[config.mk]
export PLATFORM = sky130hd
export DESIGN_NAME = mandel_queue
export DESIGN_NICKNAME = d
export VERILOG_FILES = /design/src/mandel_pkg.sv /design/src/mandel_queue.sv
export SDC_FILE = /design/constraint.sdc
export NUM_CORES = 1
export LEC_CHECK = 0
export BUFFER_PORTS_ARGS = -buffer_cell sky130_fd_sc_hd__buf_2
export CAP_MARGIN = 40
export CORE_MARGIN = 2
export CORE_UTILIZATION = 47
export DETAILED_ROUTE_END_ITERATION = 7
export PLACE_DENSITY = 0.84
export SYNTH_ARGS = -nofsm -noshare
export SYNTH_HDL_FRONTEND = slang
export SYNTH_SLANG_ARGS = --single-unit
[constraint.sdc]
create_clock -name clk -period 3.2 [get_ports clk]
set_input_delay 0.64 -clock clk [delete_from_list [all_inputs] [get_ports clk]]
set_output_delay 0.64 -clock clk [all_outputs]
set_load 0.005 [all_outputs]
[src/mandel_pkg.sv]
// shared types, constants and helpers of the escape-time block
`timescale 1ns / 1ps
`default_nettype none
package mandel_pkg;

  // field widths
  localparam int PIX_W      = 11;
  localparam int Q_W        = 32;
  localparam int PAN_W      = 16;
  localparam int DIV_W      = 13;
  localparam int ITER_OUT_W = 9;
  localparam int CFG_IDX_W  = 3;
  localparam int CFG_DATA_W = 32;
  localparam int WIDE_W     = 64;

  // iteration limit and counter width
  localparam int MAX_ITERATIONS = 256;
  localparam int ITER_W         = $clog2(MAX_ITERATIONS + 1);

  // coordinate mapping: pixel plus pan, span, exact product, magnitude
  localparam int TERM_W  = 17;
  localparam int SPAN_W  = Q_W + 1;
  localparam int MPROD_W = TERM_W + SPAN_W;
  localparam int MAG_W   = MPROD_W - 1;
  localparam int CNT_W   = $clog2(MAG_W);

  // queue between front and back (power of two)
  localparam int QUEUE_DEPTH = 2;

  // 4.0 in Q8.24
  localparam logic signed [WIDE_W-1:0] ESCAPE_LIMIT = 64'sd67108864;

  // register reset values
  localparam logic signed [Q_W-1:0] VIEW_MIN_RST = -32'sd33554432;
  localparam logic signed [Q_W-1:0] VIEW_MAX_RST = 32'sd33554432;
  localparam logic [DIV_W-1:0]      SCALE_RST    = 13'd1024;

  typedef enum logic [CFG_IDX_W-1:0] {
    CFG_VIEW_X_MIN    = 3'd0,
    CFG_VIEW_X_MAX    = 3'd1,
    CFG_VIEW_Y_MIN    = 3'd2,
    CFG_VIEW_Y_MAX    = 3'd3,
    CFG_PAN_X         = 3'd4,
    CFG_PAN_Y         = 3'd5,
    CFG_SCALE_DIVISOR = 3'd6
  } cfg_idx_t;

  typedef enum logic [2:0] {
    F_IDLE,
    F_MUL,
    F_ABS,
    F_DIV,
    F_SUM,
    F_PUSH
  } front_state_t;

  typedef enum logic [2:0] {
    B_IDLE,
    B_CROSS,
    B_RE,
    B_IM,
    B_DONE
  } back_state_t;

  typedef struct packed {
    logic signed [Q_W-1:0]   view_x_min;
    logic signed [Q_W-1:0]   view_x_max;
    logic signed [Q_W-1:0]   view_y_min;
    logic signed [Q_W-1:0]   view_y_max;
    logic signed [PAN_W-1:0] pan_x;
    logic signed [PAN_W-1:0] pan_y;
    logic [DIV_W-1:0]        scale_divisor;
  } cfg_t;

  typedef struct packed {
    logic [PIX_W-1:0]      x;
    logic [PIX_W-1:0]      y;
    logic signed [Q_W-1:0] c_re;
    logic signed [Q_W-1:0] c_im;
  } job_t;

  // sign extension of a Q8.24 word to the wide working width
  function automatic logic signed [WIDE_W-1:0] ext_q(input logic signed [Q_W-1:0] v);
    ext_q = {{(WIDE_W - Q_W){v[Q_W-1]}}, v};
  endfunction

  // clamp a wide signed value to the Q8.24 range
  function automatic logic signed [Q_W-1:0] sat_q(input logic signed [WIDE_W-1:0] v);
    if (!v[WIDE_W-1] && (|v[WIDE_W-2:Q_W-1])) begin
      sat_q = {1'b0, {(Q_W - 1){1'b1}}};
    end else if (v[WIDE_W-1] && !(&v[WIDE_W-2:Q_W-1])) begin
      sat_q = {1'b1, {(Q_W - 1){1'b0}}};
    end else begin
      sat_q = v[Q_W-1:0];
    end
  endfunction

endpackage
`default_nettype wire

[src/mandel_queue.sv]
// short queue of mapped jobs between front and back
`timescale 1ns / 1ps
`default_nettype none
module mandel_queue (
  input  wire              clk,
  input  wire              rst_n,
  input  wire              push_valid,
  output logic             push_ready,
  input  mandel_pkg::job_t push_job,
  output logic             pop_valid,
  input  wire              pop_ready,
  output mandel_pkg::job_t pop_job
);
  import mandel_pkg::*;

  localparam int PTR_W = $clog2(QUEUE_DEPTH);
  localparam int CNT_Q = $clog2(QUEUE_DEPTH + 1);

  job_t             slot_r [QUEUE_DEPTH];
  logic [PTR_W-1:0] wr_ptr_r, rd_ptr_r;
  logic [CNT_Q-1:0] count_r;
  logic             push_w, pop_w;

  assign push_ready = (count_r != CNT_Q'(QUEUE_DEPTH));
  assign pop_valid  = (count_r != '0);
  assign pop_job    = slot_r[rd_ptr_r];
  assign push_w     = push_valid && push_ready;
  assign pop_w      = pop_valid && pop_ready;

  // pointers and fill level
  always_ff @(posedge clk) begin
    if (!rst_n) begin
      wr_ptr_r <= '0;
      rd_ptr_r <= '0;
      count_r  <= '0;
    end else begin
      if (push_w) wr_ptr_r <= wr_ptr_r + 1'b1;
      if (pop_w) rd_ptr_r <= rd_ptr_r + 1'b1;
      if (push_w && !pop_w) begin
        count_r <= count_r + 1'b1;
      end else if (pop_w && !push_w) begin
        count_r <= count_r - 1'b1;
      end
    end
  end

  // slot write
  always_ff @(posedge clk) begin
    if (push_w) slot_r[wr_ptr_r] <= push_job;
  end

endmodule
`default_nettype wire

Word level (Yosys, flattened, before mapping). Memory sizes are Yosys's and may differ from the RTL's. A register that Yosys moved wholly into a read port is not among the register bits. Cells that the tools add are included.

RAM bits: 172. Output and inout bits: 88. Memories kept: 1. Bits in registers: 4. Word-level logic and storage cells: 23.

Memory list: slot_r (depth 2, bits a word 86, rd ports 1, clocked after Yosys merged registers in 1, write ports 1, RTL line mandel_queue.sv:19) `job_t slot_r [QUEUE_DEPTH];`.

Mux-type cells: 6. Reductions and logical operators: 8. Equal/unequal tests: 1. Add/sub/neg operators: 4.

Operators by type and width (number): 1-bit logical AND (4); 1-bit 2-to-1 mux (4); 2-bit 2-to-1 mux (2); 2-bit nonzero test (2); 1-bit adder (second input constant) (2); 2-bit by 1-bit adder with 2-bit output (second input constant) (1); 1-bit zero test (2); 2-bit != test (second input constant) (1); 2-bit by 1-bit subtractor with 2-bit output (second input constant) (1).

Longest topological paths before layout.
Depth in word-level cells: 6. Gate-level depth with buffers: 6.

Worst setup path before layout. No wires, ideal clock.

Kind: in2reg. Start: input push_valid. End: memory slot_r[1][0] in the netlist's numbering, enable pin. Slack: 55 ps. Stages on the path: 1. Arrival time: 2690 ps. Library setup time: 454 ps. Path buffers: 0. Cell sequence: and3_1.

Cells in the longest elaborated chain, start to end: 3.

RTL lines: from (decl) (RTL line mandel_queue.sv:7) `input wire push_valid,`; 1-bit logical AND (RTL line mandel_queue.sv:27) `assign push_w = push_valid && push_ready;`; 1-bit 2-to-1 mux (RTL line mandel_queue.sv:49) `if (push_w) slot_r[wr_ptr_r] <= push_job;`; 1-bit 2-to-1 mux (not written as such) (RTL line mandel_queue.sv:49); to (decl) (RTL line mandel_queue.sv:19).

Every way passes these cells.

==> flow_summary.json <==
{
  "hold_buffers": 0,
  "syn_avg_cell_area_um2": 22.63,
  "wire_per_inst_um": 16.08,
  "total_leakage_power_nw": 3.138,
  "fmax_ghz": 0.3846,
  "via_count": 3260,
  "ys_warn_count": 0,
  "cp.arrival_ps": 1960,
  "worstMarginPinSlew_ps": 616.1,
  "r2r_slack_ps": 1270,
  "cp-end-kind": "output port",
  "dp_hpwl_um": 7311,
  "synth_fp_nets": 383,
  "clock-root-buffer": "clkbuf_16",
  "placed_cell_area_um2": 7722,
  "overflow": 0,
  "reg2reg_depth": 3,
  "ys_ff_latch": 177,
  "area_growth_pct": 24.75,
  "grt_antenna_before_repair": 0,
  "synth_edf_count": 172,
  "post-place-cells": 644,
  "slew_headroom_pct": 58.88,
  "finalCritPeriodShare_pct": 81.25,
  "postCtsResizedCells": 0,
  "finalCriticalPeriod_ps": 2600,
  "drt-total-wl_um": 10870,
  "antenna_cells": 0,
  "finalSetupTns_ps": 0,
  "post_cts_buffers": 0,
  "insertion_delay_ps": 420,
  "ioPinCount": 178,
  "grt_pass1_vias": 3327,
  "powerDensity_nw_per_um2": 760.1,
  "maxCapViolations": 0,
  "design.die.area_um2": 15020,
  "worstHoldStart": "push_job[21]",
  "reg2reg_from": "count_r[0]",
  "clkSlewWorstSetupHoldPaths_ps": 70,
  "setup_viol": 0,
  "hold_viol": 0,
  "synth_ff_type": "edfxtp_1",
  "async_flop_share_pct": 0,
  "dieHeight_um": 122.6,
  "grt_pass1_wl_um": 16490,
  "drt_iter0_markers": 124,
  "synth_cell_types": 22,
  "drc": 0,
  "worstPathRequired_ps": 2560,
  "grt_setup_unrepaired": "no",
  "grt_max_degree": 45,
  "hp-class": "in2reg",
  "cts_made_buffers": 17,
  "cts_tree": "done",
  "crit_path_end": "pop_job[76]",
  "stdcell_area_um2": 8243,
  "place_congestion": 0.6986,
  "final_antenna_net_count": 0,
  "synth_seq_area_share_pct": 79.68,
  "fp.coreArea_um2": 13830,
  "die_w_um": 122.6,
  "reg2reg_to": "slot_r[1][80]",
  "drive_gt1_share_pct": 60.89,
  "status": "complete, no violations",
  "grt.total_usage_pct": 15.00,
  "io_buffers": 177,
  "critPathMaxFanout": 44,
  "cts_max_level": 4,
  "cts.sinks": 177,
  "peakVddDrop_mv": 0.4747,
  "final_cell_count_no_fill": 676,
  "dr.pass1.iters": 5,
  "start_kind": "flip-flop",
  "synthCells": 292,
  "drt-vias-per-instance": 4.822,
  "row_count": 43,
  "synth_area_um2": 6608,
  "clock_skew_ps": 7.867,
  "start_util_pct": 47.79,
  "cts_buffer_depth": 2,
  "fin_nets": 574,
  "p_total_mw": 6.266,
  "maxSlewViolCount": 0,
  "path_class": "reg2out"
}
## metrics by stage
step,hold slack [ps],setup WS (ps),util [%]
6_report,407.3,600.1,59.61
5_1_grt,381.1,498.5,59.61
4_1_cts,380.6,564.6,59.61
3_5_place_dp,560.6,1021,55.85
3_3_place_gp,528.9,1027,55.85
2_1_floorplan,512.4,55.25,-
## Yosys cell counts, types with 2 or more instances
library cell | instances | area, um2
and2_1 | 4 | 25.02
buf_2 | 4 | 20.02
buf_6 | 5 | 56.30
dfxtp_1 | 5 | 100.1
edfxtp_1 | 172 | 5165
mux2_2 | 46 | 518.0
mux2_4 | 40 | 600.6
xnor2_1 | 2 | 17.52
## cell families (layout without fill, tap and decap cells)
| kind of cell | after synthesis | after routing | synth area share, % |
|---|---|---|---|
| DFF | 177 | 177 | 79.68 |
| muxes | 86 | 86 | 16.93 |
| buffers and inverters | 11 | 215 | 1.287 |
| and+or+nand+nor | 9 | 9 | 0.9848 |
| AOI/OAI and AO/OA | 5 | 5 | 0.5301 |
| xor gates and xnor gates | 3 | 3 | 0.3977 |
| adders and majority gates | 1 | 1 | 0.1893 |
## where the power goes
group,leakage (nW),switching [mW],internal [mW]
logic,1.25,0.614,0.811
registers,1.65,0.141,2.90
clock network,0.245,0.817,0.985
## layout by cell type, fill, tap and decap left out, types with 2 or more instances in the layout
| cell | count |
|---|---|
| mux2_4 | 40 |
| edfxtp_1 | 172 |
| xnor2_1 | 2 |
| buf_2 | 177 |
| mux2_2 | 46 |
| clkinvlp_4 | 4 |
| dfxtp_1 | 4 |
| clkinv_4 | 2 |
| and2_1 | 4 |
| clkinv_2 | 4 |
| buf_4 | 2 |
| clkbuf_16 | 17 |
| inv_6 | 2 |
| clkinv_1 | 3 |
| buf_12 | 3 |
## per-layer routing
layer | routed length, um | global-route usage, % | vias up
li1 | - | - | 1536
met1 | 4569 | 17.83 | 1571
met2 | 5243 | 24.03 | 137
met3 | 838 | 5.530 | 16
met4 | 221 | 7.687 | 0
met5 | 0 | 0 | -
## worst max-delay path, cell delays in order (launching register included)
cell	delay, ps
dfxtp_4	660
buf_12	330
mux2_2	380
buf_2	130
## registers in the layout, indices dropped and copies added (netlist names), named ones only
register,count
wr_ptr_r,1
count_r,2
rd_ptr_r,1
slot_r,172
## how the worst min path moves through the flow
stage	depth (start not counted)	end
floorplan	2	count_r[1]
global placement	2	count_r[1]
detailed placement	2	count_r[1]
CTS	1	slot_r[0][21]
global route	1	slot_r[0][69]
finish	1	slot_r[0][21]
## area by class of cell
type / count / area (um2)
inverter: 1 / 5.005
fill: 1015 / 5584
clock buffer: 18 / 429.2
clock inverter: 14 / 91.34
sequential: 177 / 5269
timing repair buffer: 182 / 960.9
tap: 180 / 225.2
multi-input combinational: 104 / 1262
Power figures use the tool's default switching activity.
