<file path="config.mk">
export PLATFORM = sky130hd
export DESIGN_NAME = mandel_front
export DESIGN_NICKNAME = d
export VERILOG_FILES = /design/src/mandel_pkg.sv /design/src/mandel_front.sv
export SDC_FILE = /design/constraint.sdc
export NUM_CORES = 2
export LEC_CHECK = 0
export BUFFER_PORTS_ARGS = -buffer_cell sky130_fd_sc_hd__buf_4
export CORE_AREA = 5 5 264 266
export DETAILED_ROUTE_END_ITERATION = 7
export DIE_AREA = 0 0 269 271
export PLACE_DENSITY_LB_ADDON = 0.2
export SLEW_MARGIN = 20
export SYNTH_ARGS = -nofsm -noshare
export SYNTH_HDL_FRONTEND = slang
export SYNTH_SLANG_ARGS = --single-unit
</file>
<file path="constraint.sdc">
create_clock -name clk -period 26.8 [get_ports clk]
set_input_delay 1.34 -clock clk [delete_from_list [all_inputs] [get_ports clk]]
set_output_delay 1.34 -clock clk [all_outputs]
set_load 0.02 [all_outputs]
</file>
<file path="src/mandel_pkg.sv">
// shared types, constants and helpers of the escape-time block
`timescale 1ns / 1ps
`default_nettype none
package mandel_pkg;

  // field widths
  localparam int PIX_W      = 11;
  localparam int Q_W        = 32;
  localparam int PAN_W      = 16;
  localparam int DIV_W      = 13;
  localparam int ITER_OUT_W = 9;
  localparam int CFG_IDX_W  = 3;
  localparam int CFG_DATA_W = 32;
  localparam int WIDE_W     = 64;

  // iteration limit and counter width
  localparam int MAX_ITERATIONS = 256;
  localparam int ITER_W         = $clog2(MAX_ITERATIONS + 1);

  // coordinate mapping: pixel plus pan, span, exact product, magnitude
  localparam int TERM_W  = 17;
  localparam int SPAN_W  = Q_W + 1;
  localparam int MPROD_W = TERM_W + SPAN_W;
  localparam int MAG_W   = MPROD_W - 1;
  localparam int CNT_W   = $clog2(MAG_W);

  // queue between front and back (power of two)
  localparam int QUEUE_DEPTH = 2;

  // 4.0 in Q8.24
  localparam logic signed [WIDE_W-1:0] ESCAPE_LIMIT = 64'sd67108864;

  // register reset values
  localparam logic signed [Q_W-1:0] VIEW_MIN_RST = -32'sd33554432;
  localparam logic signed [Q_W-1:0] VIEW_MAX_RST = 32'sd33554432;
  localparam logic [DIV_W-1:0]      SCALE_RST    = 13'd1024;

  typedef enum logic [CFG_IDX_W-1:0] {
    CFG_VIEW_X_MIN    = 3'd0,
    CFG_VIEW_X_MAX    = 3'd1,
    CFG_VIEW_Y_MIN    = 3'd2,
    CFG_VIEW_Y_MAX    = 3'd3,
    CFG_PAN_X         = 3'd4,
    CFG_PAN_Y         = 3'd5,
    CFG_SCALE_DIVISOR = 3'd6
  } cfg_idx_t;

  typedef enum logic [2:0] {
    F_IDLE,
    F_MUL,
    F_ABS,
    F_DIV,
    F_SUM,
    F_PUSH
  } front_state_t;

  typedef enum logic [2:0] {
    B_IDLE,
    B_CROSS,
    B_RE,
    B_IM,
    B_DONE
  } back_state_t;

  typedef struct packed {
    logic signed [Q_W-1:0]   view_x_min;
    logic signed [Q_W-1:0]   view_x_max;
    logic signed [Q_W-1:0]   view_y_min;
    logic signed [Q_W-1:0]   view_y_max;
    logic signed [PAN_W-1:0] pan_x;
    logic signed [PAN_W-1:0] pan_y;
    logic [DIV_W-1:0]        scale_divisor;
  } cfg_t;

  typedef struct packed {
    logic [PIX_W-1:0]      x;
    logic [PIX_W-1:0]      y;
    logic signed [Q_W-1:0] c_re;
    logic signed [Q_W-1:0] c_im;
  } job_t;

  // sign extension of a Q8.24 word to the wide working width
  function automatic logic signed [WIDE_W-1:0] ext_q(input logic signed [Q_W-1:0] v);
    ext_q = {{(WIDE_W - Q_W){v[Q_W-1]}}, v};
  endfunction

  // clamp a wide signed value to the Q8.24 range
  function automatic logic signed [Q_W-1:0] sat_q(input logic signed [WIDE_W-1:0] v);
    if (!v[WIDE_W-1] && (|v[WIDE_W-2:Q_W-1])) begin
      sat_q = {1'b0, {(Q_W - 1){1'b1}}};
    end else if (v[WIDE_W-1] && !(&v[WIDE_W-2:Q_W-1])) begin
      sat_q = {1'b1, {(Q_W - 1){1'b0}}};
    end else begin
      sat_q = v[Q_W-1:0];
    end
  endfunction

endpackage
`default_nettype wire

</file>
<file path="src/mandel_front.sv">
// front end: takes a pixel beat and maps it to the complex point c
`timescale 1ns / 1ps
`default_nettype none
module mandel_front (
  input  wire                       clk,
  input  wire                       rst_n,
  input  mandel_pkg::cfg_t          cfg,
  input  wire                       in_valid,
  output logic                      in_ready,
  input  wire [mandel_pkg::PIX_W-1:0] in_pixel_x,
  input  wire [mandel_pkg::PIX_W-1:0] in_pixel_y,
  output logic                      job_valid,
  input  wire                       job_ready,
  output mandel_pkg::job_t          job
);
  import mandel_pkg::*;

  front_state_t state_r, state_nxt;

  logic [PIX_W-1:0]          px_r, py_r;
  logic                      axis_r;
  logic signed [MPROD_W-1:0] mprod_r;
  logic [MAG_W-1:0]          dvd_r;
  logic [DIV_W-1:0]          rem_r;
  logic                      neg_r;
  logic [CNT_W-1:0]          cnt_r;
  logic signed [Q_W-1:0]     c_re_r, c_im_r;

  logic signed [TERM_W-1:0]  term_w;
  logic signed [SPAN_W-1:0]  span_w;
  logic signed [MPROD_W-1:0] mprod_w;
  logic [MPROD_W-1:0]        mag_w;
  logic [DIV_W-1:0]          dsr_w;
  logic [DIV_W:0]            rem_sh_w;
  logic                      qbit_w;
  logic [DIV_W:0]            rem_nxt_w;
  logic signed [WIDE_W-1:0]  quo_w;
  logic signed [WIDE_W-1:0]  base_w;
  logic signed [WIDE_W-1:0]  sum_w;
  logic signed [Q_W-1:0]     coord_w;

  // axis select: x adds to view_x_min, y subtracts from view_y_max
  always_comb begin
    if (!axis_r) begin
      term_w = $signed({{(TERM_W - PIX_W){1'b0}}, px_r})
             + $signed({{(TERM_W - PAN_W){cfg.pan_x[PAN_W-1]}}, cfg.pan_x});
      span_w = $signed({cfg.view_x_max[Q_W-1], cfg.view_x_max})
             - $signed({cfg.view_x_min[Q_W-1], cfg.view_x_min});
      base_w = ext_q(cfg.view_x_min);
    end else begin
      term_w = $signed({{(TERM_W - PIX_W){1'b0}}, py_r})
             + $signed({{(TERM_W - PAN_W){cfg.pan_y[PAN_W-1]}}, cfg.pan_y});
      span_w = $signed({cfg.view_y_max[Q_W-1], cfg.view_y_max})
             - $signed({cfg.view_y_min[Q_W-1], cfg.view_y_min});
      base_w = ext_q(cfg.view_y_max);
    end
  end

  // exact offset times span
  assign mprod_w = term_w * span_w;
  assign mag_w   = mprod_r[MPROD_W-1] ? MPROD_W'(-mprod_r) : MPROD_W'(mprod_r);

  // restoring divide step, one quotient bit a cycle
  assign dsr_w     = (cfg.scale_divisor == '0) ? DIV_W'(1) : cfg.scale_divisor;
  assign rem_sh_w  = {rem_r, dvd_r[MAG_W-1]};
  assign qbit_w    = (rem_sh_w >= {1'b0, dsr_w});
  assign rem_nxt_w = qbit_w ? (rem_sh_w - {1'b0, dsr_w}) : rem_sh_w;

  // signed quotient, then offset from the window edge with clamping
  assign quo_w   = neg_r ? -$signed({{(WIDE_W - MAG_W){1'b0}}, dvd_r})
                         : $signed({{(WIDE_W - MAG_W){1'b0}}, dvd_r});
  assign sum_w   = axis_r ? (base_w - quo_w) : (base_w + quo_w);
  assign coord_w = sat_q(sum_w);

  // state register
  always_ff @(posedge clk) begin
    if (!rst_n) begin
      state_r <= F_IDLE;
    end else begin
      state_r <= state_nxt;
    end
  end

  // next state and handshakes
  always_comb begin
    state_nxt = state_r;
    in_ready  = 1'b0;
    job_valid = 1'b0;
    unique case (state_r)
      F_IDLE: begin
        in_ready = 1'b1;
        if (in_valid) state_nxt = F_MUL;
      end
      F_MUL: state_nxt = F_ABS;
      F_ABS: state_nxt = F_DIV;
      F_DIV: begin
        if (cnt_r == CNT_W'(MAG_W - 1)) state_nxt = F_SUM;
      end
      F_SUM: state_nxt = axis_r ? F_PUSH : F_MUL;
      F_PUSH: begin
        job_valid = 1'b1;
        if (job_ready) state_nxt = F_IDLE;
      end
      default: state_nxt = F_IDLE;
    endcase
  end

  // datapath
  always_ff @(posedge clk) begin
    case (state_r)
      F_IDLE: begin
        if (in_valid) begin
          px_r   <= in_pixel_x;
          py_r   <= in_pixel_y;
          axis_r <= 1'b0;
        end
      end
      F_MUL: mprod_r <= mprod_w;
      F_ABS: begin
        dvd_r <= mag_w[MAG_W-1:0];
        neg_r <= mprod_r[MPROD_W-1];
        rem_r <= '0;
        cnt_r <= '0;
      end
      F_DIV: begin
        dvd_r <= {dvd_r[MAG_W-2:0], qbit_w};
        rem_r <= rem_nxt_w[DIV_W-1:0];
        cnt_r <= cnt_r + 1'b1;
      end
      F_SUM: begin
        if (!axis_r) begin
          c_re_r <= coord_w;
          axis_r <= 1'b1;
        end else begin
          c_im_r <= coord_w;
        end
      end
      default: ;
    endcase
  end

  // job beat towards the queue
  always_comb begin
    job.x    = px_r;
    job.y    = py_r;
    job.c_re = c_re_r;
    job.c_im = c_im_r;
  end

endmodule
`default_nettype wire

</file>
## Word level (Yosys, flattened, before mapping)

Index checks and enable logic that the tools add are counted.

- Flip-flop bits (word level): 209
- Latch bits: 0
- RAM bits: 0
- ROM bits: 0
- Input port bits: 199
- Output and inout bits: 88
- Logic and storage cells: 70
- Memories kept: 0

- Add/sub/neg operators: 10
- Multipliers: 1
- Divide/modulo/power cells: 0
- Order comparisons: 1
- Eq/ne operators: 9
- Shift operators: 0
- Muxes and demuxes: 22
- Bitwise operators: 1
- Reductions and logical operators: 15

Operator list:

| cell | count |
|---|---|
| two-way mux 64 bit | 3 |
| case mux 49 bit (2 select lines) | 1 |
| subtractor 32 x 32 -> 33 bit | 2 |
| adder 64 bit | 1 |
| two-way mux 32 bit | 2 |
| negation 49 -> 64 bit | 1 |
| subtractor 64 bit | 1 |
| multiplier 17 x 33 -> 50 bit | 1 |
| two-way mux 49 bit | 1 |
| negation 49 bit | 1 |
| adder 12 x 16 -> 17 bit | 2 |
| two-way mux 33 bit | 1 |
| AND reduction 32 bit | 1 |
| OR reduction 32 bit | 1 |
| two-way mux 13 bit | 2 |
| case mux 13 bit (2 select lines) | 1 |
| case mux 3 bit (6 select lines) | 1 |
| two-way mux 17 bit | 1 |
| >= comparator 14 x 13 -> 1 bit | 1 |
| zero test 13 bit | 1 |
| subtractor 13 bit | 1 |
| two-way mux 3 bit | 4 |
| case mux 6 bit (2 select lines) | 1 |
| AND reduction 2 bit | 4 |
| other kinds (14) | 23 |

## Longest topological paths before layout

- Depth after elaboration: 9
- Gate-level depth with buffers: 40
- Gate-level depth less buffers: 39

## Least setup slack after synthesis

No wires, ideal clock.

- Kind: input to register
- Start: input port cfg[143] (netlist bit)
- End: register mprod_r[48], data pin
- Setup time: 262 ps
- Data arrival time: 9,922 ps
- Required time: 26,538 ps
- Slack: 16,616 ps
- Stages: 34
- Buffers on the path: 1
- Path through: inv_1 -> ha_1 -> nor2b_1 -> o21ai_0 -> a21bo_2 -> a211oi_1 -> o21ai_0 -> nand2_1 -> a311oi_1 -> o21ai_0 -> a31oi_1 -> mux2_2 -> nor4_1 -> clkbuf_1 -> nor2_1 -> fa_1 -> inv_1 -> fa_1 -> fa_1 -> inv_1 -> fa_1 -> fa_1 -> inv_1 -> fa_1 -> inv_1 -> ha_1 -> and3_1 -> nand3_1 -> o21ai_0 -> a311oi_1 -> or4b_2 -> a211oi_1 -> a211oi_1 -> xnor2_1

- Longest elaborated chain between the ends: 3

RTL lines:

| item | RTL line | RTL |
|---|---|---|
| start: declaration | mandel_front.sv:7 | `input mandel_pkg::cfg_t cfg,` |
| subtractor 32 x 32 -> 33 bit | mandel_front.sv:48 | `- $signed({cfg.view_x_min[Q_W-1], cfg.view_x_min});` |
| two-way mux 33 bit | mandel_front.sv:44 | `if (!axis_r) begin` |
| multiplier 17 x 33 -> 50 bit | mandel_front.sv:60 | `assign mprod_w = term_w * span_w;` |
| named net mprod_w[48] | mandel_front.sv:31 | `logic signed [MPROD_W-1:0] mprod_w;` |
| end signal: assignment | mandel_front.sv:118 | `F_MUL: mprod_r <= mprod_w;` |
| end: declaration | mandel_front.sv:22 | `logic signed [MPROD_W-1:0] mprod_r;` |

The timed path passes the listed nets, and every way through them passes these cells.
A chain may end at the register's enable or synchronous reset.

## Worst setup path after layout

- Start: input port cfg[14] (netlist bit)
- End: register mprod_r[48], data pin

- Longest elaborated chain between the ends: 3

RTL lines:

| item | RTL line | RTL |
|---|---|---|
| adder 12 x 16 -> 17 bit | mandel_front.sv:52 | `+ $signed({{(TERM_W - PAN_W){cfg.pan_y[PAN_W-1]}}, cfg.pan_y});` |
| two-way mux 17 bit | mandel_front.sv:44 |  |
| multiplier 17 x 33 -> 50 bit | mandel_front.sv:60 |  |
| named net mprod_w[48] | mandel_front.sv:31 |  |

The timed path passes the listed nets, and every way through them passes these cells.

==> summary.md <==
| Metric | Value |
|---|---|
| Routed vias | `34560` |
| Avg Synthesized Cell Area | `8.567 µm²` |
| I/O pins | `287` |
| Post-synthesis cell area | `39870 µm²` |
| Final Cycle Share | `41.69%` |
| Type of destination of the critical path | `flip-flop` |
| WP data arrival | `11.49 ns` |
| Min-Delay Path Class | `reg -> reg` |
| R2R Setup Slk | `16.07 ns` |
| EDFF count, synth | `206` |
| Starting DRT DRC Count | `3088` |
| Worst-Margin Slew | `1.126 ns` |
| Mapped Nets | `5678` |
| Final count of hold timing violations | `0` |
| Synth top area share | `27.26%` |
| Fin crit period | `11.17 ns` |
| CTS buffer count | `25` |
| Post-route DRC | `0` |
| First-pass GRT wire length | `199300 µm` |
| Htree depth | `1` |
| Synth unique cells | `86` |
| Nets | `5868` |
| Pin count of the biggest net entering global routing | `113` |
| Postcts setup bufs | `0` |
| TritonCTS clock tree | `yes` |
| Startpoint Class | `input port` |
| Post-Synthesis Cells | `4654` |
| CTS max path bufs | `3` |
| Worst R2R Path Depth | `31` |
| IO buf count | `286` |
| Initial core utilization | `59.69%` |
| Run status | `finished clean` |
| Worst Clk Skew | `0.03274 ns` |
| Worst hold stages | `2` |
| DRT antenna net count | `0` |
| Hold Startpoint | `rem_r[9]` |
| Crit-path max FO | `32` |
| Area leader, netlist | `fa_1` |
| Std-Cell Rows | `95` |
| Slowest CP cell | `a221oi_1` |
| Area growth syn-to-layout | `9.857%` |
| Max Cap Viol | `0` |
| Commonest non-fill, non-tap cell in the layout | `inv_1` |
| TritonRoute pass-1 iters | `6` |
| Critical Path Max Stage Delay | `0.84 ns` |
| RSZ-0062 raised after global routing | `false` |
| Grt ovf | `0` |
| Synth area leaders | `fa_1 27%, edfxtp_1 16%, ha_1 8.8%` |
| Fmax achieved | `89.51 MHz` |
| Ratio of cells with drive above 1 in the final layout | `9.644%` |
| Post-cts resize count | `0` |
| Synth Warn # | `0` |
| Most frequent CP cell | `fa_1` |
| DP HPWL | `107100 µm` |
| Clock latency on the worst-skew pair | `0.58 ns` |
| Wirelength per Cell | `22.55 µm` |
| Final setup viols | `0` |
| CTS Sinks | `209` |
| Primary FF master, synth | `edfxtp_1` |
| Most frequent cells in the layout | `706 x inv_1, 543 x fa_1, 475 x nor2_1, 473 x nand2_1, 347 x buf_4` |
| Critical path type | `in -> reg` |
| Vias/cell | `6.022` |
| Die W | `269 µm` |
| Vias in the first global route | `34421` |
| Setup TNS | `0 ns` |
| Core footprint | `66800 µm²` |
| Hold endpoint | `rem_r[10]` |
| Slew Limit Fails | `0` |
| Max_slew headroom | `23.45%` |
| Required time worst endpoint | `27.11 ns` |
| Die Y | `271 µm` |
| Gpl congestion | `1.053` |
| Synth async-reset ratio | `0%` |
| CTS Root Cell | `clkbuf_16` |
| GRT Util Overall | `35.24%` |
| Reg clk slew, reported paths | `0.07 ns` |
| R2r startpoint | `py_r[1]` |
| WL final | `129400 µm` |
| Die footprint | `72900 µm²` |
| Seq/Total Area, Yosys | `15.67%` |
| Hold-fix buffers at CTS | `0` |
| Initial antenna violation count | `4` |
| R2R Path End | `mprod_r[48]` |
| Seq cells post-synth | `209` |
-- state kept, by name, summed over array words and instances (netlist names) --
| name | cells |
|---|---|
| mprod_r | 50 |
| dvd_r | 49 |
| c_im_r | 32 |
| c_re_r | 32 |
| rem_r | 13 |
| px_r | 11 |
| py_r | 11 |
| cnt_r | 6 |
| state_r | 3 |
| axis_r | 1 |
| neg_r | 1 |
-- final cells by class --
cell class | instances | area (µm²)
Multi-Input combinational cell | 3554 | 30350
Sequential cell | 209 | 6246
Tap cell | 873 | 1092
Clock buffer | 26 | 629.4
Clock inverter | 20 | 219.0
Timing Repair Buffer | 347 | 2605
Fill cell | 5743 | 23000
Inverter | 707 | 2654
Antenna cell | 3 | 7.507
-- through the flow --
step	setup WS, ns	utilization (%)	area [µm²]	cells	hold slack [ns]
2_1_floorplan	16.62	-	39870	4654	0.4675
3_3_place_gp	15.40	64.29	42950	5690	0.5843
3_5_place_dp	15.08	64.29	42950	5690	0.5841
4_1_cts	15.65	65.56	43790	5736	0.6027
5_1_grt	14.96	65.57	43800	5739	0.6433
6_report	15.63	65.57	43800	5739	0.5988
-- worst max-delay path, delay by kind of cell --
family / cells / cell delay (ns)
muxes: 1 / 0.68
and+or+nand+nor: 4 / 0.68
buffers and inverters: 3 / 0.22
adders and majority gates: 8 / 3.83
AOI/OAI and AO/OA: 14 / 4.43
xor gates and xnor gates: 2 / 0.30
-- Yosys cell counts, types with 15 or more instances --
| cell | n |
|---|---|
| o31ai_1 | 44 |
| edfxtp_1 | 206 |
| buf_1 | 15 |
| nand2_1 | 474 |
| or4_1 | 27 |
| nor2b_1 | 68 |
| a21oi_1 | 272 |
| o41ai_1 | 21 |
| inv_1 | 706 |
| and2_1 | 45 |
| mux2_2 | 20 |
| nor2_1 | 475 |
| xnor2_1 | 180 |
| o21bai_1 | 23 |
| clkbuf_1 | 158 |
| and3_1 | 22 |
| a31oi_1 | 35 |
| nand2b_1 | 46 |
| nor4_1 | 30 |
| xor2_1 | 155 |
| mux2i_1 | 30 |
| nand3_1 | 55 |
| or2_2 | 18 |
| a21o_1 | 111 |
| nor3_1 | 52 |
| ha_1 | 282 |
| nand4_1 | 47 |
| fa_1 | 543 |
| a211oi_1 | 23 |
| o211ai_1 | 15 |
| o21ai_0 | 188 |
| o21ai_1 | 34 |
| o21a_1 | 41 |
-- kinds of logic (layout without fill, tap and decap cells) --
kind of cell	Yosys count	in the layout	share of synthesized area, %
AOI/OAI and AO/OA	929	929	14.81
xor gates and xnor gates	336	336	7.400
adders and majority gates	825	825	36.11
buffers and inverters	891	1100	8.444
DFF	209	209	15.67
muxes	50	50	1.318
other	0	3	0
and+or+nand+nor	1414	1414	16.25
-- metal layers --
metal | part of all wire [%] | vias to the layer above | global-route usage [%]
li1 | - | 15804 | -
met1 | 38 | 16891 | 45.71
met2 | 46 | 1555 | 57.14
met3 | 9.4 | 308 | 6.833
met4 | 5.8 | 2 | 16.37
met5 | 0.010 | - | 0
-- worst max-delay path by stage --
stage,cells past startpoint,start,end
after floorplan,34,cfg[143],mprod_r[48]
after global placement,32,cfg[14],mprod_r[48]
after detailed placement,32,cfg[14],mprod_r[48]
after CTS,32,cfg[14],mprod_r[48]
after global routing,32,cfg[14],mprod_r[48]
final,32,cfg[14],mprod_r[48]
Power is not shown: default switching activity piles up to over one toggle a cycle in this logic, so the estimate is an artifact.
