$ cat src/mandel_pkg.sv
// shared types, constants and helpers of the escape-time block
`timescale 1ns / 1ps
`default_nettype none
package mandel_pkg;

  // field widths
  localparam int PIX_W      = 11;
  localparam int Q_W        = 32;
  localparam int PAN_W      = 16;
  localparam int DIV_W      = 13;
  localparam int ITER_OUT_W = 9;
  localparam int CFG_IDX_W  = 3;
  localparam int CFG_DATA_W = 32;
  localparam int WIDE_W     = 64;

  // iteration limit and counter width
  localparam int MAX_ITERATIONS = 256;
  localparam int ITER_W         = $clog2(MAX_ITERATIONS + 1);

  // coordinate mapping: pixel plus pan, span, exact product, magnitude
  localparam int TERM_W  = 17;
  localparam int SPAN_W  = Q_W + 1;
  localparam int MPROD_W = TERM_W + SPAN_W;
  localparam int MAG_W   = MPROD_W - 1;
  localparam int CNT_W   = $clog2(MAG_W);

  // queue between front and back (power of two)
  localparam int QUEUE_DEPTH = 2;

  // 4.0 in Q8.24
  localparam logic signed [WIDE_W-1:0] ESCAPE_LIMIT = 64'sd67108864;

  // register reset values
  localparam logic signed [Q_W-1:0] VIEW_MIN_RST = -32'sd33554432;
  localparam logic signed [Q_W-1:0] VIEW_MAX_RST = 32'sd33554432;
  localparam logic [DIV_W-1:0]      SCALE_RST    = 13'd1024;

  typedef enum logic [CFG_IDX_W-1:0] {
    CFG_VIEW_X_MIN    = 3'd0,
    CFG_VIEW_X_MAX    = 3'd1,
    CFG_VIEW_Y_MIN    = 3'd2,
    CFG_VIEW_Y_MAX    = 3'd3,
    CFG_PAN_X         = 3'd4,
    CFG_PAN_Y         = 3'd5,
    CFG_SCALE_DIVISOR = 3'd6
  } cfg_idx_t;

  typedef enum logic [2:0] {
    F_IDLE,
    F_MUL,
    F_ABS,
    F_DIV,
    F_SUM,
    F_PUSH
  } front_state_t;

  typedef enum logic [2:0] {
    B_IDLE,
    B_CROSS,
    B_RE,
    B_IM,
    B_DONE
  } back_state_t;

  typedef struct packed {
    logic signed [Q_W-1:0]   view_x_min;
    logic signed [Q_W-1:0]   view_x_max;
    logic signed [Q_W-1:0]   view_y_min;
    logic signed [Q_W-1:0]   view_y_max;
    logic signed [PAN_W-1:0] pan_x;
    logic signed [PAN_W-1:0] pan_y;
    logic [DIV_W-1:0]        scale_divisor;
  } cfg_t;

  typedef struct packed {
    logic [PIX_W-1:0]      x;
    logic [PIX_W-1:0]      y;
    logic signed [Q_W-1:0] c_re;
    logic signed [Q_W-1:0] c_im;
  } job_t;

  // sign extension of a Q8.24 word to the wide working width
  function automatic logic signed [WIDE_W-1:0] ext_q(input logic signed [Q_W-1:0] v);
    ext_q = {{(WIDE_W - Q_W){v[Q_W-1]}}, v};
  endfunction

  // clamp a wide signed value to the Q8.24 range
  function automatic logic signed [Q_W-1:0] sat_q(input logic signed [WIDE_W-1:0] v);
    if (!v[WIDE_W-1] && (|v[WIDE_W-2:Q_W-1])) begin
      sat_q = {1'b0, {(Q_W - 1){1'b1}}};
    end else if (v[WIDE_W-1] && !(&v[WIDE_W-2:Q_W-1])) begin
      sat_q = {1'b1, {(Q_W - 1){1'b0}}};
    end else begin
      sat_q = v[Q_W-1:0];
    end
  endfunction

endpackage
`default_nettype wire

$ cat src/mandel_back.sv
// back end: iterates z = z^2 + c on one shared multiplier and holds the result
`timescale 1ns / 1ps
`default_nettype none
module mandel_back (
  input  wire                              clk,
  input  wire                              rst_n,
  input  wire                              job_valid,
  output logic                             job_ready,
  input  mandel_pkg::job_t                 job,
  output logic                             out_valid,
  input  wire                              out_ready,
  output logic [mandel_pkg::PIX_W-1:0]     out_x,
  output logic [mandel_pkg::PIX_W-1:0]     out_y,
  output logic [mandel_pkg::ITER_OUT_W-1:0] out_iterations,
  output logic                             out_escaped
);
  import mandel_pkg::*;

  back_state_t state_r, state_nxt;

  job_t                     job_r;
  logic signed [Q_W-1:0]    z_re_r, z_im_r, re_sq_r;
  logic signed [WIDE_W-1:0] prod_r;
  logic [ITER_W-1:0]        iter_r;
  logic                     escaped_r;
  logic                     out_valid_r;
  logic [PIX_W-1:0]         out_x_r, out_y_r;
  logic [ITER_OUT_W-1:0]    out_iter_r;
  logic                     out_esc_r;

  logic signed [Q_W-1:0]    mul_a, mul_b;
  logic signed [WIDE_W-1:0] mul_p;
  logic signed [Q_W-1:0]    im_sq_w, re_sq_w, z_re_w, z_im_w;
  logic signed [WIDE_W-1:0] sq_sum_w;
  logic                     esc_w, stop_w, load_out;

  // shared multiplier, product registered every step
  assign mul_p = mul_a * mul_b;

  // im square comes straight off the product left by the last step
  assign im_sq_w  = sat_q(prod_r >>> 24);
  assign re_sq_w  = sat_q(prod_r >>> 24);
  assign sq_sum_w = ext_q(re_sq_r) + ext_q(im_sq_w);
  assign esc_w    = (sq_sum_w >= ESCAPE_LIMIT);
  assign stop_w   = esc_w || (iter_r == ITER_W'(MAX_ITERATIONS));

  // new z terms
  assign z_re_w = sat_q(ext_q(re_sq_r) - ext_q(im_sq_w) + ext_q(job_r.c_re));
  assign z_im_w = sat_q((prod_r >>> 23) - ext_q(job_r.c_im));

  assign load_out = (state_r == B_DONE) && (!out_valid_r || out_ready);

  // state register
  always_ff @(posedge clk) begin
    if (!rst_n) begin
      state_r <= B_IDLE;
    end else begin
      state_r <= state_nxt;
    end
  end

  // next state, queue handshake and multiplier operands
  always_comb begin
    state_nxt = state_r;
    job_ready = 1'b0;
    mul_a     = z_re_r;
    mul_b     = z_im_r;
    unique case (state_r)
      B_IDLE: begin
        job_ready = 1'b1;
        if (job_valid) state_nxt = B_CROSS;
      end
      B_CROSS: state_nxt = stop_w ? B_DONE : B_RE;
      B_RE: begin
        mul_a     = z_re_r;
        mul_b     = z_re_r;
        state_nxt = B_IM;
      end
      B_IM: begin
        mul_a     = z_im_r;
        mul_b     = z_im_r;
        state_nxt = B_CROSS;
      end
      B_DONE: begin
        if (!out_valid_r || out_ready) state_nxt = B_IDLE;
      end
      default: state_nxt = B_IDLE;
    endcase
  end

  // iteration datapath: cross term, re square, im square
  always_ff @(posedge clk) begin
    case (state_r)
      B_IDLE: begin
        if (job_valid) begin
          job_r   <= job;
          z_re_r  <= '0;
          z_im_r  <= '0;
          re_sq_r <= '0;
          prod_r  <= '0;
          iter_r  <= '0;
        end
      end
      B_CROSS: begin
        if (stop_w) begin
          escaped_r <= esc_w;
        end else begin
          prod_r <= mul_p;
          z_re_r <= z_re_w;
        end
      end
      B_RE: begin
        z_im_r <= z_im_w;
        prod_r <= mul_p;
      end
      B_IM: begin
        re_sq_r <= re_sq_w;
        prod_r  <= mul_p;
        iter_r  <= iter_r + 1'b1;
      end
      default: ;
    endcase
  end

  // result register
  always_ff @(posedge clk) begin
    if (load_out) begin
      out_x_r    <= job_r.x;
      out_y_r    <= job_r.y;
      out_iter_r <= ITER_OUT_W'(iter_r);
      out_esc_r  <= escaped_r;
    end
  end

  always_ff @(posedge clk) begin
    if (!rst_n) begin
      out_valid_r <= 1'b0;
    end else if (load_out) begin
      out_valid_r <= 1'b1;
    end else if (out_ready) begin
      out_valid_r <= 1'b0;
    end
  end

  assign out_valid      = out_valid_r;
  assign out_x          = out_x_r;
  assign out_y          = out_y_r;
  assign out_iterations = out_iter_r;
  assign out_escaped    = out_esc_r;

endmodule
`default_nettype wire

$ cat config.mk
export PLATFORM = sky130hd
export DESIGN_NAME = mandel_back
export DESIGN_NICKNAME = d
export VERILOG_FILES = /design/src/mandel_pkg.sv /design/src/mandel_back.sv
export SDC_FILE = /design/constraint.sdc
export NUM_CORES = 2
export LEC_CHECK = 0
export BUFFER_PORTS_ARGS = -buffer_cell sky130_fd_sc_hd__buf_4
export CAP_MARGIN = 20
export CORE_MARGIN = 3
export CORE_UTILIZATION = 30
export CTS_CLUSTER_SIZE = 14
export DETAILED_ROUTE_END_ITERATION = 6
export SLEW_MARGIN = 20
export SYNTH_ARGS = -nofsm -noshare
export SYNTH_HDL_FRONTEND = slang
export SYNTH_SLANG_ARGS = --single-unit
$ cat constraint.sdc
create_clock -name clk -period 10.2 [get_ports clk]
set_input_delay 0 -clock clk [delete_from_list [all_inputs] [get_ports clk]]
set_output_delay 0 -clock clk [all_outputs]
set_load 0.02 [all_outputs]
[Word-level counts from Yosys, hierarchy flattened]
Cells that the tools add are included.
Widths: inputs -> output; s select.
Word-level totals
  register bits after elaboration: 292
Cells by class
  multiply operators: 1
  mux-type cells: 25
  $add $sub $neg: 5
  $lt $le $gt $ge: 1
  reduce and logical (&&, ||, !) cells: 36
  equal/unequal tests: 8
Operators with widths (number)
  $mux 32: 10
  $pmux 32 s2: 3
  $pmux 64 s3: 1
  $mux 64: 2
  $mul 32x32->64: 1
  $reduce_and 32->1: 2
  $reduce_or 32->1: 2
  $sub 41x32->42: 1
  $add 33x32->34: 1
  $add 32x32->33: 1
  $ge 33x28->1 const B: 1
  $sub 32x32->33: 1
  $pmux 9 s2: 1
  $pmux 3 s5: 1
  $reduce_and 2->1: 5
  $add 9x1->9 const B: 1
  $eq 9x9->1 const B: 1
  $mux 3: 3
  $mux 9: 1
  $reduce_and 9->1: 1
  $reduce_or 9->1: 1
  $reduce_bool 2->1: 4
  $logic_and 1x1->1: 7
  $logic_not 1->1: 7
  11 further kinds: 17

[Depth between registers and ports, before layout]
  word-level depth: 14
  depth in mapped cells: 35

[Least setup slack after synthesis]
No wires, ideal clock.
  kind: register -> register
  start point: register state_r[1]
  end point: register prod_r[60] (data pin)
  setup slack: 1195 ps
  arrival: 8744 ps
  setup time: 261 ps
  cell stages (with the launch flop): 33
  required time: 9939 ps
  path buffers: 4
  cells stage by stage: dfxtp_1 -> clkbuf_2 -> nand2b_1 -> nor2_1 -> clkbuf_1 -> clkbuf_1 -> nand2_1 -> nand2_1 -> clkbuf_1 -> nand2_1 -> fa_1 -> fa_1 -> fa_1 -> fa_1 -> fa_1 -> inv_1 -> fa_1 -> fa_1 -> inv_1 -> fa_1 -> inv_1 -> ha_1 -> and3_1 -> o21ai_0 -> o21ai_0 -> nand2_1 -> inv_1 -> a211o_1 -> a21oi_1 -> o31a_1 -> o311ai_0 -> a2bb2oi_1 -> mux2i_1
Between the ends
  longest elaborated chain between the ends: 5
RTL lines
  from (decl): line mandel_back.sv:19  | back_state_t state_r, state_nxt;
  from (signal assigned): line mandel_back.sv:58  | state_r <= state_nxt;
  $eq 3x2->1: line mandel_back.sv:68, mandel_back.sv:93
  $mux 32: line mandel_back.sv:68  | unique case (state_r)
  $mul 32x32->64: line mandel_back.sv:38  | assign mul_p = mul_a * mul_b;
  $mux 64: line mandel_back.sv:105  | if (stop_w) begin
  $pmux 64 s3 *: line mandel_back.sv:93  | case (state_r)
  to (signal assigned): line mandel_back.sv:108  | prod_r <= mul_p;
  to (signal assigned): line mandel_back.sv:114  | prod_r <= mul_p;
  to (signal assigned): line mandel_back.sv:118  | prod_r <= mul_p;
  to (decl): line mandel_back.sv:23  | logic signed [WIDE_W-1:0] prod_r;
Every way passes the cells marked *; elsewhere a longest branch is shown, timed or not. The select of a mux whose other input is x is not followed.
A chain may end at the register's enable or synchronous reset.

[Worst setup path in the final report]
Same ends and word-level chain as after synthesis.

==> metrics.txt <==
# TYPE chip_impl_metric gauge
chip_impl_metric{name="grt_pass1_wl",unit="um"} 252000
chip_impl_metric{name="clock_sinks",unit=""} 269
chip_impl_metric{name="final.hold.worst_slack",unit="ns"} 0.153
chip_impl_info{name="status",value="finished clean"} 1
chip_impl_metric{name="post_synth_inst_count",unit=""} 5315
chip_impl_metric{name="numCtsBuffers",unit=""} 27
chip_impl_metric{name="grt_pass1_vias",unit=""} 41200
chip_impl_info{name="tritoncts",value="built"} 1
chip_impl_metric{name="layout-drive-gt1-share",unit="%"} 7.75
chip_impl_info{name="critical_path_top_delay_cell",value="sky130_fd_sc_hd__mux2i_1"} 1
chip_impl_metric{name="detailedPlace.worstSlack",unit="ns"} 0.363
chip_impl_metric{name="detailedPlacementHpwl",unit="um"} 136000
chip_impl_metric{name="critical_path.max_fanout",unit=""} 26
chip_impl_metric{name="avgSynthCellArea",unit="um2"} 9.53
chip_impl_metric{name="hold_violations",unit=""} 0
chip_impl_metric{name="placementRows",unit=""} 150
chip_impl_metric{name="setup_violations",unit=""} 0
chip_impl_metric{name="design.final.nets",unit=""} 7034
chip_impl_metric{name="slew_violations",unit=""} 0
chip_impl_metric{name="worst_path_largest_cell_delay",unit="ns"} 0.73
chip_impl_metric{name="die_width",unit="um"} 417
chip_impl_metric{name="via_count",unit=""} 38600
chip_impl_metric{name="drt.antenna.violating_nets",unit=""} 0
chip_impl_metric{name="layout-area-overhead-vs-synth",unit="%"} 12.6
chip_impl_metric{name="grt_antenna_before_repair",unit=""} 4
chip_impl_metric{name="post_synth_instance_area",unit="um2"} 50600
chip_impl_metric{name="die_y",unit="um"} 417
chip_impl_metric{name="synthArstFlopShare",unit="%"} 0
chip_impl_metric{name="hold_depth",unit=""} 2
chip_impl_metric{name="worst_ep_arrival_time",unit="ns"} 10.29
chip_impl_metric{name="track_usage",unit="%"} 19.0
chip_impl_info{name="start_kind",value="flip-flop"} 1
chip_impl_metric{name="synth_enable_flop_cells",unit=""} 265
chip_impl_metric{name="grt_residual_overflow",unit=""} 0
chip_impl_metric{name="core_region_area",unit="um2"} 167000
chip_impl_metric{name="drtIter0Drc",unit=""} 3182
chip_impl_metric{name="gpl_wtd_cong",unit=""} 0.966
chip_impl_metric{name="clk_latency",unit="ns"} 0.57
chip_impl_metric{name="routed_wire_length_per_instance",unit="um"} 21.1
chip_impl_metric{name="worst-slew-pin-transition",unit="ns"} 0.996
chip_impl_metric{name="cts-root-to-sink-buffers",unit=""} 3
chip_impl_info{name="critical_setup_path_kind",value="reg -> reg"} 1
chip_impl_info{name="crit_path_frequent_cell",value="sky130_fd_sc_hd__fa_1"} 1
chip_impl_metric{name="timing.final.ws_setup",unit="ns"} 0.326
chip_impl_metric{name="max-slew-margin-rel",unit="%"} 31.7
chip_impl_metric{name="die-area",unit="um2"} 174000
chip_impl_metric{name="maxCapViolCount",unit=""} 0
chip_impl_metric{name="yosys_register_bits",unit=""} 269
chip_impl_metric{name="floorplan.initialDensity",unit="%"} 30.3
chip_impl_metric{name="drt_wl_total",unit="um"} 164000
chip_impl_metric{name="final.min_clock_period",unit="ns"} 9.87
chip_impl_metric{name="setup_tns",unit="ns"} 0
chip_impl_info{name="postSynth.topFlopCell",value="sky130_fd_sc_hd__edfxtp_1"} 1
chip_impl_metric{name="postSynthNetCount",unit=""} 6809
chip_impl_metric{name="cts.clk_slew.worst_paths",unit="ns"} 0.07
chip_impl_metric{name="synth-warning-count",unit=""} 0
chip_impl_info{name="clock-root-buffer",value="sky130_fd_sc_hd__clkbuf_16"} 1
chip_impl_metric{name="timing.final.crit_share",unit="%"} 96.8
chip_impl_metric{name="drc",unit=""} 0
chip_impl_metric{name="max_freq",unit="MHz"} 101
chip_impl_metric{name="yosysSeqAreaShare",unit="%"} 15.9
chip_impl_metric{name="fin_skew",unit="ns"} 0.0270
chip_impl_metric{name="count_of_distinct_cell_types_in_the_synthesized_netlist",unit=""} 75
chip_impl_info{name="grt_setup_unrepaired",value="false"} 1
chip_impl_metric{name="numPortBuffers",unit=""} 123
chip_impl_info{name="worst_hold_class",value="in -> reg"} 1
chip_impl_info{name="worstSetupEndpointType",value="flip-flop"} 1
chip_impl_metric{name="drt_pass1_iterations",unit=""} 6
chip_impl_metric{name="timing.reg2reg.worst_path_depth",unit=""} 25
chip_impl_metric{name="grt_max_degree",unit=""} 87
chip_impl_metric{name="filler_cell_count",unit=""} 17200
chip_impl_metric{name="n_antenna_cell",unit=""} 0
chip_impl_metric{name="route.detailed.vias_per_inst",unit=""} 4.97
chip_impl_metric{name="boundaryPins",unit=""} 124
chip_impl_metric{name="critPathRequiredTime",unit="ns"} 10.62
chip_impl_metric{name="cts-htree-levels",unit=""} 1
-- kinds of logic after synthesis --
kind of cell / count (synthesis) / share of synthesized area (%)
xor gates and xnor gates: 111 / 1.92
AOI/OAI and AO/OA: 572 / 7.17
muxes: 67 / 1.33
DFF: 269 / 15.9
buffers and inverters: 1268 / 9.46
and+or+nand+nor: 1624 / 13.0
adders and majority gates: 1404 / 51.2
-- cell usage after synthesis, types with 17 or more instances --
cell type	number	share of area, %
sky130_fd_sc_hd__o22ai_1	19	0.23
sky130_fd_sc_hd__nand3_1	36	0.36
sky130_fd_sc_hd__ha_1	289	7.1
sky130_fd_sc_hd__nor3_1	43	0.42
sky130_fd_sc_hd__a21o_1	73	1.1
sky130_fd_sc_hd__nand2b_1	18	0.22
sky130_fd_sc_hd__or2_2	18	0.22
sky130_fd_sc_hd__o21ai_1	28	0.28
sky130_fd_sc_hd__xor2_1	53	0.92
sky130_fd_sc_hd__a21oi_1	149	1.5
sky130_fd_sc_hd__nand2_1	741	5.5
sky130_fd_sc_hd__o21ai_0	129	1.3
sky130_fd_sc_hd__clkbuf_1	191	1.4
sky130_fd_sc_hd__xnor2_1	58	1.0
sky130_fd_sc_hd__and3_1	27	0.33
sky130_fd_sc_hd__nor2b_1	17	0.21
sky130_fd_sc_hd__inv_1	1062	7.9
sky130_fd_sc_hd__and2_1	19	0.23
sky130_fd_sc_hd__nor2_1	657	4.9
sky130_fd_sc_hd__edfxtp_1	265	16
sky130_fd_sc_hd__o21a_1	34	0.50
sky130_fd_sc_hd__mux2i_1	66	1.3
sky130_fd_sc_hd__fa_1	1115	44
-- final timing paths --
check	startpoint	end	slack, ns
worst max-delay path	state_r[1]	prod_r[60]	0.33
worst min-delay path	job[16]	job_r[16]	0.15
worst max register to register	state_r[1]	prod_r[60]	0.33
worst min register to register	job_r[74]	out_y[10]	0.42
-- worst max-delay path: cells and delay by family (launching register included) --
family,cells,cell delay [ns]
AOI/OAI and AO/OA,4,1.22
DFF,1,0.45
and+or+nand+nor,5,1.51
muxes,2,0.93
buffers and inverters,5,1.05
adders and majority gates,9,4.55
-- layout by cell type, fill, tap and decap left out, types with 43 or more instances in the layout --
cell type / Yosys / final
sky130_fd_sc_hd__a21o_1: 73 / 73
sky130_fd_sc_hd__a21oi_1: 149 / 148
sky130_fd_sc_hd__buf_4: 1 / 305
sky130_fd_sc_hd__dlygate4sd3_1: 0 / 89
sky130_fd_sc_hd__edfxtp_1: 265 / 265
sky130_fd_sc_hd__fa_1: 1115 / 1115
sky130_fd_sc_hd__ha_1: 289 / 289
sky130_fd_sc_hd__inv_1: 1062 / 1061
sky130_fd_sc_hd__nand2_1: 741 / 739
sky130_fd_sc_hd__nor2_1: 657 / 655
sky130_fd_sc_hd__nor3_1: 43 / 43
sky130_fd_sc_hd__o21ai_0: 129 / 125
sky130_fd_sc_hd__xnor2_1: 58 / 58
sky130_fd_sc_hd__xor2_1: 53 / 53
-- timing repair --
| action | in CTS | in global routing |
|---|---|---|
| buffers inserted | 0 | 0 |
| endpoints found under the hold margin | 90 | 0 |
| resized for setup | 0 | 4 |
| setup endpoints to repair | 0 | 1 |
| hold buffers | 89 | 0 |
-- per-stage QoR --
stage          instance area (um2)  std cells  util, %
2_1_floorplan                50600       5315        -
3_3_place_gp                 55200       7625     33.0
3_5_place_dp                 55200       7625     33.0
4_1_cts                      57000       7763     34.0
5_1_grt                      57000       7764     34.1
6_report                     57000       7764     34.1
-- sequential cells by signal (all words and copies together), names as in the netlist --
name,count
escaped_r,1
out_y,11
prod_r,41
z_im_r,32
iter_r,9
z_re_r,32
out_escaped,1
re_sq_r,32
out_valid,1
state_r,3
job_r,86
out_x,11
out_iterations,9
-- layer usage --
| metal | track usage, % | routed length (um) | up-vias |
|---|---|---|---|
| li1 | - | - | 16800 |
| met1 | 24.7 | 65000 | 19700 |
| met2 | 30.7 | 74900 | 1749 |
| met3 | 4.15 | 14900 | 394 |
| met4 | 7.83 | 8970 | 2 |
| met5 | 0 | 19 | - |
-- layout make-up --
cell class	count	area (um2)	share of cell area, %
clock buffers	34	702	1.23
multi-input cells	3778	38100	66.8
flip-flops and latches	269	8040	14.1
inverters	1062	3990	6.99
well taps	2204	2760	4.83
repair buffers	402	3330	5.84
clock inverters	15	144	0.252
Power is left out: the tool's default activity adds up to more than one toggle a clock period on the data nets, which glitch-free logic cannot reach.
